### src/rtl/tpgo_pkg.sv
// ----------------------------------------------------------------------------
// tpgo_pkg
// Shared constants, glyph font, stage payload types and the glyph bit lookup
// for the test-pattern glyph overlay pixel unit.
// ----------------------------------------------------------------------------
`default_nettype none

package tpgo_pkg;

  // Port field widths
  localparam int XW     = 11;
  localparam int YW     = 12;
  localparam int CW     = 24;
  localparam int CFG_IW = 3;
  localparam int CFG_DW = 32;

  // Visible frame
  localparam int FRAME_WIDTH  = 1080;
  localparam int FRAME_HEIGHT = 2340;

  // Register indexes
  typedef enum logic [CFG_IW-1:0] {
    CFG_FRAME_DIGIT = 3'd0,
    CFG_RUN_ID0     = 3'd1,
    CFG_RUN_ID1     = 3'd2,
    CFG_RUN_ID2     = 3'd3,
    CFG_RUN_ID3     = 3'd4
  } cfg_reg_t;

  // Colors 0xRRGGBB
  localparam logic [CW-1:0] COLOR_WHITE = 24'hffffff;
  localparam logic [CW-1:0] COLOR_BLACK = 24'h000000;
  localparam logic [CW-1:0] COLOR_GREEN = 24'h009640;

  // 3x5 hex font, row 0 in bits 14..12, leftmost column in the high bit
  localparam logic [15:0] GLYPH_BITS [16] = '{
    16'h7b6f, 16'h2492, 16'h73e7, 16'h73cf, 16'h5bc9, 16'h79cf, 16'h79ef, 16'h7249,
    16'h7bef, 16'h7bcf, 16'h7bed, 16'h6bae, 16'h7927, 16'h6b6e, 16'h79e7, 16'h79e4
  };

  // Stage 1 -> stage 2: coordinate offsets and region flags
  typedef struct packed {
    logic       inframe;
    logic [3:0] fsat;
    logic       green;
    logic       g0_ok;
    logic [8:0] dx0;
    logic       g1_ok;
    logic [8:0] dx1;
    logic [9:0] dy;
    logic       ft_ok;
    logic [9:0] fv;
    logic [3:0] fcx;
    logic [7:0] fy;
  } s1_t;

  // Stage 2 -> stage 3: glyph cells to look up
  typedef struct packed {
    logic       inframe;
    logic [3:0] fsat;
    logic       green;
    logic       g0_hit;
    logic [2:0] g0_row;
    logic [1:0] g0_col;
    logic       g1_hit;
    logic [2:0] g1_row;
    logic [1:0] g1_col;
    logic       ft_hit;
    logic [3:0] ft_nib;
    logic [2:0] ft_row;
    logic [1:0] ft_col;
  } s2_t;

  // Font bit of glyph g at (row, col); cells off the 3x5 grid read as blank
  function automatic logic glyph_bit(logic [3:0] g, logic [2:0] row, logic [1:0] col);
    logic [4:0] sh;
    logic [15:0] bits;
    sh   = 5'd14 - {1'b0, row, 1'b0} - {2'b00, row} - {3'b000, col};
    bits = GLYPH_BITS[g];
    if (row > 3'd4 || col > 2'd2) return 1'b0;
    return bits[sh[3:0]];
  endfunction

endpackage

`default_nettype wire

### src/rtl/tpgo_locate.sv
// ----------------------------------------------------------------------------
// tpgo_locate
// Stage 1: frame check, layer bounds, offsets into each glyph area and the
// footer glyph column by reciprocal multiply.
// ----------------------------------------------------------------------------
`default_nettype none

module tpgo_locate #(
  parameter int FRAME_WIDTH  = tpgo_pkg::FRAME_WIDTH,
  parameter int FRAME_HEIGHT = tpgo_pkg::FRAME_HEIGHT
) (
  input  wire logic                    clk,
  input  wire logic                    rst,
  input  wire logic                    in_valid,
  output      logic                    in_ready,
  input  wire logic [tpgo_pkg::XW-1:0] pixel_x,
  input  wire logic [tpgo_pkg::YW-1:0] pixel_y,
  input  wire logic [3:0]              frame_digit,
  output      logic                    out_valid,
  input  wire logic                    out_ready,
  output      tpgo_pkg::s1_t           out_data
);
  import tpgo_pkg::*;

  s1_t         data_next;
  logic [10:0] green_lo;
  logic [10:0] x_m150;
  logic [10:0] x_m600;
  logic [11:0] y_m650;
  logic [10:0] x_m60;
  logic [11:0] y_m2020;
  logic [20:0] prod;
  logic        gy_ok;

  // Offsets and region flags
  always_comb begin
    x_m150  = pixel_x - 11'd150;
    x_m600  = pixel_x - 11'd600;
    y_m650  = pixel_y - 12'd650;
    x_m60   = pixel_x - 11'd60;
    y_m2020 = pixel_y - 12'd2020;
    // x/60 as (x*1093)>>16, exact for x below 1024
    prod    = 21'(x_m60[9:0]) * 21'd1093;
    gy_ok   = pixel_y >= 12'd650 && pixel_y < 12'd1200;

    data_next.inframe = int'(pixel_x) < FRAME_WIDTH && int'(pixel_y) < FRAME_HEIGHT;
    data_next.fsat    = (frame_digit > 4'd9) ? 4'd9 : frame_digit;
    green_lo          = 11'd60 + 11'(data_next.fsat) * 11'd85;
    data_next.green   = pixel_y >= 12'd1420 && pixel_y < 12'd1740 &&
                        pixel_x >= green_lo && pixel_x < green_lo + 11'd180;
    data_next.g0_ok   = gy_ok && pixel_x >= 11'd150 && pixel_x < 11'd480;
    data_next.dx0     = x_m150[8:0];
    data_next.g1_ok   = gy_ok && pixel_x >= 11'd600 && pixel_x < 11'd930;
    data_next.dx1     = x_m600[8:0];
    data_next.dy      = y_m650[9:0];
    data_next.ft_ok   = pixel_x >= 11'd60 && pixel_x < 11'd1020 &&
                        pixel_y >= 12'd2020 && pixel_y < 12'd2180;
    data_next.fv      = x_m60[9:0];
    data_next.fcx     = prod[19:16];
    data_next.fy      = y_m2020[7:0];
  end

  assign in_ready = !out_valid || out_ready;

  // Stage register
  always_ff @(posedge clk) begin
    if (rst) begin
      out_valid <= 1'b0;
    end else if (in_ready) begin
      out_valid <= in_valid;
    end
    if (in_ready && in_valid) begin
      out_data <= data_next;
    end
  end

endmodule

`default_nettype wire

### config.mk
export PLATFORM = sky130hd
export DESIGN_NAME = tpgo_locate
export DESIGN_NICKNAME = d
export VERILOG_FILES = /design/src/rtl/tpgo_pkg.sv /design/src/rtl/tpgo_locate.sv
export SDC_FILE = /design/constraint.sdc
export NUM_CORES = 1
export LEC_CHECK = 0
export BUFFER_PORTS_ARGS = -buffer_cell sky130_fd_sc_hd__buf_4
export CORE_MARGIN = 2
export CORE_UTILIZATION = 32
export DETAILED_ROUTE_END_ITERATION = 10
export GPL_TIMING_DRIVEN = 0
export HOLD_SLACK_MARGIN = 0.02
export PLACE_DENSITY = 0.49
export RECOVER_POWER = 25
export SKIP_CTS_REPAIR_TIMING = 1
export SLEW_MARGIN = 20
export SYNTH_ARGS = -nofsm -noshare
export SYNTH_HDL_FRONTEND = slang
export SYNTH_SLANG_ARGS = --single-unit
### constraint.sdc
create_clock -name clk -period 4.8 [get_ports clk]
set_input_delay 0.24 -clock clk [delete_from_list [all_inputs] [get_ports clk]]
set_output_delay 0.24 -clock clk [all_outputs]
set_load 0.05 [all_outputs]
==> results of run 1 <==
==> worst max-delay path: stages <==
cell and delay, ns:
buf_4 0.16, ha_1 0.30, and3_1 0.23, nor2_1 0.20
nand2_1 0.14, xnor2_2 0.31, ha_1 0.29, inv_1 0.07
fa_1 0.42, inv_1 0.08, ha_1 0.13, inv_1 0.05
fa_1 0.48, inv_1 0.04, ha_1 0.27, nand4_1 0.09
nor2_1 0.04, a211oi_1 0.40, nor2b_1 0.14, a31oi_1 0.24
xnor2_1 0.09
==> cell usage after synthesis (all sizes together), types with 4 or more instances <==
library cell / number / area [sq um]
a21oi: 26 / 130.1
a31oi: 4 / 25.02
nand2b: 8 / 50.05
buf: 12 / 110.1
xor2: 19 / 166.4
inv: 52 / 195.2
xnor2: 25 / 219.0
nand3: 6 / 30.03
ha: 86 / 1076
fa: 10 / 200.2
a21o: 6 / 45.04
edfxtp: 55 / 1652
nand2: 17 / 66.32
clkbuf: 5 / 18.77
nor2: 14 / 52.55
o21ai: 11 / 55.05
nor3: 8 / 45.04
==> stage by stage <==
stage,instances,hold WS (ns),utilization [%],cell area [sq um]
CTS,677,0.09341,39.93,5499
global placement,669,0.3975,38.69,5329
detailed placement,669,0.4072,38.71,5331
finish,677,0.09607,39.52,5443
floorplan,404,0.3091,-,4466
global route,677,0.1009,39.52,5443
==> layout make-up <==
cell class | instances | area, sq um
clock inverter | 3 | 42.54
sequential | 56 | 1672
inverter | 52 | 195.2
timing repair buffer | 85 | 566.8
multi-input combinational | 279 | 2487
tap | 180 | 225.2
buffer | 17 | 128.9
fill | 1404 | 8330
clock buffer | 5 | 125.1
==> cell families (layout without fill, tap and decap cells) <==
family                   after synthesis  count (layout)  synth area share [%]
XOR/XNOR                              44              44                 8.630
flip-flops                            56              56                 37.43
buffers and inverters                 69             162                 7.257
adder cells (fa/ha/maj)               96              96                 28.58
AO/OA/AOI/OAI                         66              66                 9.470
multiplexers                           1               1                0.2242
other                                  2               2                0.1682
AND/OR/NAND/NOR                       70              70                 8.238
==> final timing paths <==
kind | depth (start not counted) | start | to | slack (ns)
hold reg to reg | 2 | out_valid | out_valid | 0.53
setup / recovery | 21 | pixel_x[3] | out_data[11] | 0.42
setup reg to reg | 2 | out_valid | out_data[23] | 3.35
hold / removal | 2 | rst | out_valid | 0.1
==> flip-flops by register name, indices dropped and copies added (netlist names) <==
register,cells
out_data,55
out_valid,1
==> per-layer routing <==
layer  global-route usage, %  wire length [um]
met1                   17.22              4299
met2                   20.67              4299
met3                   1.639               390
met4                   3.233                94
met5                       0                 0
==> report_power, final <==
part / switching (mW) / internal, mW
Combinational: 0.485 / 0.301
Sequential: 0.0112 / 0.592
Clock: 0.164 / 0.245
Total: 0.660 / 1.14
==> impl_results.md, run 1 <==
- Outcome: finished, final reports clean
- Sequential share of the synthesized area: 37.43%
- Detailed Place HPWL: 7367 um
- Worst-Skew Late Latency: 0.29 ns
- RD Place Congestion: 0.7996
- Chip width: 122.1 um
- IO buf count: 85
- Iter 0 DRT Violations: 145
- Yosys cell types: 52
- Post-synthesis instance area: 4466 sq um
- CTS Buf Count: 5
- TritonCTS Sinks: 56
- Die H: 122.1 um
- Max H-tree Level: 2
- Mapped Avg Cell Area: 11.05 sq um
- N_diodes: 0
- Ys Warns: 0
- Worst EP required: 4.84 ns
- Post-synthesis net count: 531
- Crit end category: register
- Detailed-router iteration count before antenna repair: 4
- Clk pin slew, worst setup/hold paths: 0.07 ns
- Remaining global-route overflow: 0
- Routed WL: 9083 um
- Initial antenna violation count: 0
- Crit Path Category: in2reg
- Async SR Flop Fraction: 0%
- Period Utilization, post-route: 91.22%
- Hold Path Class: in2reg
- First-pass GRT wire length: 14750 um
- Place WS: 0.03183 ns
- Final hold vios: 0
- Setup violators final: 0
- Largest net degree at the start of global routing: 56
- Remaining DRCs: 0
- Data arrival, critical path: 4.42 ns
- Slack of the critical path: 0.4216 ns
- DR vias: 3115
- Dominant synthesized flop cell: edfxtp_1
- CTS tree: yes
- Max cap viols: 0
- Slew @ Worst Pin: 0.7362 ns
- Synthesis-to-finish area growth: 21.88%
- # IOs: 92
- Yosys reg bits: 56
- Fmax: 228.4 MHz
- Final nets: 623
- Final min period: 4.378 ns
- Unrepaired setup endpoints after global routing: no
- Share of layout cells above drive strength 1: 18.91%
- Final Total Pwr: 1.799 mW
- PwrDens: 330.6 nW/um^2
- Sum Neg Setup Slack: 0 ns
- Commonest non-fill, non-tap cells in the layout: ha_1, buf_4, edfxtp_1
- Cells after Synth: 404
- Post-synth EDFFs: 55
- IR drop worst, VDD: 0.1347 mV
- Post-Route Skew: 0.004138 ns
- Cell Rows: 43
- Pleak: 2.514 nW
- Final ANT Viol Nets: 0
- Total GRT Usage: 12.48%
- Most common cell after layout, fill and taps aside: ha_1
- Worst setup SP type: input pin
- CTS max path bufs: 2
- CTS Root Cell: clkbuf_16
- Vias in the first global route: 3011
- Worst-path maximum fanout: 9
- Slew margin rel.: 50.92%
- Vias/cell: 4.601
- DIE AREA: 14920 sq um
- Initial Utilization: 32.42%
- Fin. max-slew vios: 0
- Core Footprint: 13770 sq um
- Routed wire length per instance: 13.42 um
Note: power is estimated with default switching activity, not from simulation.
==> inputs of run 2 (changes only) <==
--- a/config.mk
+++ b/config.mk
@@ -13,6 +13,7 @@
 export HOLD_SLACK_MARGIN = 0.02
 export PLACE_DENSITY = 0.49
 export RECOVER_POWER = 25
+export REMOVE_ABC_BUFFERS = 1
 export SKIP_CTS_REPAIR_TIMING = 1
 export SLEW_MARGIN = 20
 export SYNTH_ARGS = -nofsm -noshare
==> run 2 against run 1 <==
Compared with the run above:
- sequential share of layout area is 0.44 points higher
- setup slack better by 0.068 ns
- global-route usage is essentially flat
- largest cell class unchanged
- critical path type unchanged
- die area unchanged
==> impl_results.md, run 2 (synthesized netlist as in run 1, its figures left out) <==
- Most common cell after layout, fill and taps aside: ha_1
- Final ANT Viol Nets: 0 (unchanged)
- PwrDens: 334.2 nW/um^2 (+1.1%)
- Final nets: 612 (-1.8%)
- Remaining global-route overflow: 0 (unchanged)
- IO buf count: 91 (+7.1%)
- Commonest non-fill, non-tap cells in the layout: ha_1, buf_4, edfxtp_1
- Max cap viols: 0 (unchanged)
- Cell family with most CP delay: adder cells
- Sum Neg Setup Slack: 0 ns (unchanged)
- # IOs: 92 (unchanged)
- Total GRT Usage: 12.50% (+0.020 points)
- Max H-tree Level: 2 (unchanged)
- Detailed-router iteration count before antenna repair: 4 (unchanged)
- TritonCTS Sinks: 56 (unchanged)
- Routed wire length per instance: 13.61 um (+1.4%)
- Clock power share: 22.6% (about the same)
- Outcome: finished, final reports clean
- Crit-path cells: buf_4 -> ha_1 -> and3_1 -> nor2_1 -> nand2_1 -> xnor2_2 -> ha_1 -> inv_1 -> fa_1 -> inv_1 -> ha_1 -> inv_1 -> fa_1 -> inv_1 -> ha_1 -> nand4_1 -> nor2_1 -> a211oi_1 -> nor2b_1 -> o21ai_0 -> xnor2_1
- Largest register FFs: 55 (unchanged)
- Worst setup SP type: input pin
- Psw: 0.6547 mW (-0.83%)
- Most flops, register: out_data
- Iter 0 DRT Violations: 131 (-9.7%)
- Vias/cell: 4.611 (+0.22%)
- Cell Rows: 43 (unchanged)
- Vias in the first global route: 2986 (-0.83%)
- Data arrival, critical path: 4.35 ns (-0.07 ns)
- Largest net degree at the start of global routing: 56 (unchanged)
- Slew margin rel.: 51.08% (+0.16 points)
- Die H: 122.1 um (unchanged)
- Remaining DRCs: 0 (unchanged)
- CTS tree: yes
- IR drop worst, VDD: 0.1417 mV (+5.2%)
- Hold Path Class: in2reg
- Unrepaired setup endpoints after global routing: no
- Fin. max-slew vios: 0 (unchanged)
- Synthesis-to-finish area growth: 20.17%
- Sequential share of power: 33.7% (+0.2 points)
- Design Area, Final: 5366 sq um (-1.4%)
- Comb pwr share: 43.7% (about the same)
- CTS Root Cell: clkbuf_16
- Setup violators final: 0 (unchanged)
- Placed Area: 5248 sq um (-1.6%)
- N_diodes: 0 (unchanged)
- Slew @ Worst Pin: 0.7338 ns (-0.002434 ns)
- Initial Utilization: 32.42% (unchanged)
- Clk pin slew, worst setup/hold paths: 0.07 ns (about the same)
- CTS Buf Count: 5 (unchanged)
- Post-Route Skew: 0.005468 ns (+0.001330 ns)
- Share of layout cells above drive strength 1: 18.93% (about the same)
- Period Utilization, post-route: 89.80% (-1.4 points)
- Crit end category: register
- Largest registers: out_data (55), out_valid (1)
- Detailed Place HPWL: 7291 um (-1.0%)
- WP buf/inv: 5 (unchanged)
- Final min period: 4.310 ns (-0.06800 ns)
- Highest cell delay on the worst timing path: 0.47 ns (about the same)
- Crit Path Category: in2reg
- Worst-Skew Late Latency: 0.29 ns (about the same)
- Net Sw Frac: 36.50% (-0.19 points)
- Core Footprint: 13770 sq um (unchanged)
- Worst EP required: 4.84 ns (about the same)
- Internal power: 1.139 mW (about the same)
- Routed WL: 9062 um (-0.23%)
- Final hold vios: 0 (unchanged)
- Chip width: 122.1 um (unchanged)
- First-pass GRT wire length: 14700 um (-0.37%)
- Crit-path slowest cell: fa_1
- RD Place Congestion: 0.7345 (-8.1%)
- DR vias: 3071 (-1.4%)
- DIE AREA: 14920 sq um (unchanged)
- CTS max path bufs: 2 (unchanged)
- Pleak: 2.489 nW (-1.0%)
- Worst-path maximum fanout: 9 (unchanged)
- Initial antenna violation count: 0 (unchanged)
- Fill cells: 1380 (-1.7%)
- Fmax: 232.0 MHz (+1.6%)
==> run 2: cell types whose count changed in the layout (fill, tap and decap cells not counted) <==
| cell | before | now |
|---|---|---|
| buf_1 | 1 | 0 |
| buf_12 | 1 | 0 |
| buf_4 | 71 | 75 |
| buf_6 | 4 | 0 |
| clkbuf_1 | 25 | 17 |
| clkinvlp_4 | 1 | 0 |
==> run 2: metrics by stage <==
stage	cells	setup slack [ns]	utilization, %	power [mW]	hold slack (ns)
final	666	0.4896	38.96	1.794	0.09879
after detailed placement	658	-0.01264	38.10	1.421	0.3991
after global placement	658	0.01521	38.08	1.401	0.3939
after CTS	666	0.2930	39.29	1.830	0.08811
after floorplan	387	0.7984	-	1.196	0.3091
after global routing	666	0.06687	38.96	1.944	0.09708
==> run 2: area by class of cell <==
class                           count  area, sq um  share of cell area, %
Multi-Input combinational cell    279         2487                  46.35
Inverter                           52        195.2                  3.637
Clock inverter                      2        35.03                 0.6528
Sequential cell                    56         1672                  31.15
Timing Repair Buffer               91        623.1                  11.61
Tap cell                          180        225.2                  4.197
Clock buffer                        6        128.9                  2.401
==> run 2: per-layer routing <==
metal | global-route usage (%) | up-vias | part of all wire (%)
met3 | 2.060 | 7 | 4.6
li1 | - | 1572 | -
met1 | 16.99 | 1432 | 46
met5 | 0 | - | 0
met2 | 20.50 | 60 | 48
met4 | 3.664 | 0 | 1.2
==> run 2: power by group through the flow <==
stage	clock [mW]	combinational (mW)	sequential, mW
6_report	0.406	0.784	0.604
5_1_grt	0.437	0.898	0.608
4_1_cts	0.416	0.808	0.605
3_5_place_dp	0	0.805	0.616
3_3_place_gp	0	0.784	0.617
2_1_floorplan	0	0.431	0.765
==> run 2: path summary, 6_finish.rpt <==
check | start | to | slack, ns | cells after the start
max | pixel_x[3] | out_data[10] | 0.49 | 21
max reg2reg | out_valid | out_data[5] | 3.38 | 2
min | rst | out_valid | 0.1 | 2
min reg2reg | out_valid | out_valid | 0.52 | 2
==> inputs of run 3 (changes only) <==
--- a/config.mk
+++ b/config.mk
@@ -7,11 +7,11 @@
 export LEC_CHECK = 0
 export BUFFER_PORTS_ARGS = -buffer_cell sky130_fd_sc_hd__buf_4
 export CORE_MARGIN = 2
-export CORE_UTILIZATION = 32
+export CORE_UTILIZATION = 30
 export DETAILED_ROUTE_END_ITERATION = 10
 export GPL_TIMING_DRIVEN = 0
 export HOLD_SLACK_MARGIN = 0.02
-export PLACE_DENSITY = 0.49
+export PLACE_DENSITY = 0.47
 export RECOVER_POWER = 25
 export REMOVE_ABC_BUFFERS = 1
 export SKIP_CTS_REPAIR_TIMING = 1
@@ -19,3 +19,4 @@
 export SYNTH_ARGS = -nofsm -noshare
 export SYNTH_HDL_FRONTEND = slang
 export SYNTH_SLANG_ARGS = --single-unit
+export TNS_END_PERCENT = 100
==> run 3 against run 2 <==
Compared with the run above:
- utilization decreased by 2.1 points
- setup slack got worse by 0.085 ns
- highest routed layer unchanged
- sequential power is essentially flat
==> impl_results.md, run 3 (synthesized netlist as in run 1, its figures left out) <==
- Outcome: finished, final reports clean
- Clk pin slew, worst setup/hold paths: 0.07 ns (about the same)
- Slew margin rel.: 51.12% (about the same)
- Final Total Pwr: 1.797 mW (+0.17%)
- Remaining DRCs: 0 (unchanged)
- Iter 0 DRT Violations: 133 (+1.5%)
- Design Area, Final: 5364 sq um (about the same)
- Core Footprint: 14530 sq um (+5.5%)
- Detailed Place HPWL: 7375 um (+1.2%)
- Worst-path maximum fanout: 9 (unchanged)
- Post-Route Skew: 0.003225 ns (-0.002243 ns)
- N_diodes: 0 (unchanged)
- Largest registers: out_data (55), out_valid (1)
- R2R setup slack: 3.35 ns (-0.03 ns)
- Unrepaired setup endpoints after global routing: no
- # IOs: 92 (unchanged)
- RD Place Congestion: 0.7540 (+2.7%)
- TritonCTS Sinks: 56 (unchanged)
- Largest register FFs: 55 (unchanged)
- Vias/cell: 4.582 (-0.63%)
- Setup violators final: 0 (unchanged)
- Final ANT Viol Nets: 0 (unchanged)
- Initial antenna violation count: 0 (unchanged)
- Synthesis-to-finish area growth: 20.12% (about the same)
- Remaining global-route overflow: 0 (unchanged)
- Detailed-router iteration count before antenna repair: 4 (unchanged)
- Data arrival, critical path: 4.44 ns (+0.09 ns)
- Worst-Skew Late Latency: 0.29 ns (about the same)
- First-pass GRT wire length: 15270 um (+3.9%)
- Routed WL: 9157 um (+1.0%)
- Hold Path Depth: 2 (unchanged)
- Fin. max-slew vios: 0 (unchanged)
- Placed Cells: 662 (+0.61%)
- DR vias: 3070 (-0.033%)
- Final nets: 612 (unchanged)
- Die H: 126.0 um (+3.2%)
- Worst reg2reg path depth: 2 (unchanged)
- Most flops, register: out_data
- Final min period: 4.395 ns (+0.08495 ns)
- Period Utilization, post-route: 91.57% (+1.8 points)
- Max cap viols: 0 (unchanged)
- CTS max path bufs: 2 (unchanged)
- Final hold vios: 0 (unchanged)
- Crit Path Category: in2reg
- Fmax: 227.5 MHz (-1.9%)
- Non-Filler Instances: 670 (+0.60%)
- Hold Path Class: in2reg
- IR drop worst, VDD: 0.1391 mV (-1.8%)
- Commonest non-fill, non-tap cells in the layout: ha_1, buf_4, edfxtp_1
- Sum Neg Setup Slack: 0 ns (unchanged)
- CTS tree: yes
- DIE AREA: 15880 sq um (+6.4%)
- Pleak: 2.484 nW (-0.21%)
- Worst EP required: 4.84 ns (about the same)
- Final design utilization: 36.91% (-2.1 points)
- Fill cells: 1480 (+7.2%)
- Routed wire length per instance: 13.67 um (+0.45%)
- IO buf count: 91 (unchanged)
- Total GRT Usage: 11.77% (-0.73 points)
- Crit end category: register
- Most common cell after layout, fill and taps aside: ha_1
- Placed Area: 5253 sq um (about the same)
- Max H-tree Level: 2 (unchanged)
- CTS Root Cell: clkbuf_16
- Initial Utilization: 30.72% (-1.7 points)
- Largest net degree at the start of global routing: 56 (unchanged)
- Chip width: 126.0 um (+3.2%)
- CTS Buf Count: 5 (unchanged)
- Share of layout cells above drive strength 1: 18.93% (unchanged)
- PwrDens: 334.9 nW/um^2 (+0.21%)
- Cell Rows: 44 (+2.3%)
- Worst setup SP type: input pin
- Vias in the first global route: 3139 (+5.1%)
- Slew @ Worst Pin: 0.7331 ns (-0.0006239 ns)
-- run 3: metal layers --
layer / wire length (um) / GRT usage [%]
met1: 4185 / 15.22
met4: 138 / 3.491
met5: 0 / 0
met3: 417 / 1.997
met2: 4415 / 20.24
-- run 3: per-stage QoR --
stage | worst slack, ns | hold WS, ns
3_3_place_gp | 0.01537 | 0.3945
2_1_floorplan | 0.7984 | 0.3091
4_1_cts | 0.3266 | 0.08674
3_5_place_dp | 0.03124 | 0.3989
5_1_grt | 0.001559 | 0.08423
6_report | 0.4047 | 0.08942
-- run 3: area by class of cell --
type / instances / area [sq um] / area share, %
multi-input combinational: 279 / 2472 / 46.09
sequential: 56 / 1672 / 31.16
timing repair buffer: 91 / 626.9 / 11.69
tap: 184 / 230.2 / 4.292
inverter: 52 / 195.2 / 3.639
clock buffer: 5 / 125.1 / 2.333
clock inverter: 3 / 42.54 / 0.7931
-- run 3: where the power goes --
| group | total (mW) | switching [mW] | internal, mW |
|---|---|---|---|
| Clock | 0.414 | 0.168 | 0.245 |
| Combinational | 0.779 | 0.481 | 0.298 |
| Sequential | 0.604 | 0.0117 | 0.592 |
| Total | 1.80 | 0.661 | 1.14 |
-- run 3: worst paths after layout --
path / from / end
max: pixel_x[3] / out_data[11]
min: rst / out_valid
max reg2reg: out_valid / out_data[6]
min reg2reg: out_valid / out_valid
-- run 3: worst max-delay path, cell delays in order --
cell and delay (ns):
buf_4 0.16, ha_1 0.30, and3_1 0.23, nor2_1 0.16
xor2_1 0.54, ha_1 0.35, inv_1 0.08, fa_1 0.42
inv_1 0.08, ha_1 0.13, inv_1 0.04, fa_1 0.47
inv_1 0.04, ha_1 0.27, nand4_1 0.09, nor2_1 0.04
a211oi_1 0.34, nor2b_1 0.13, a31oi_1 0.21, xnor2_1 0.10
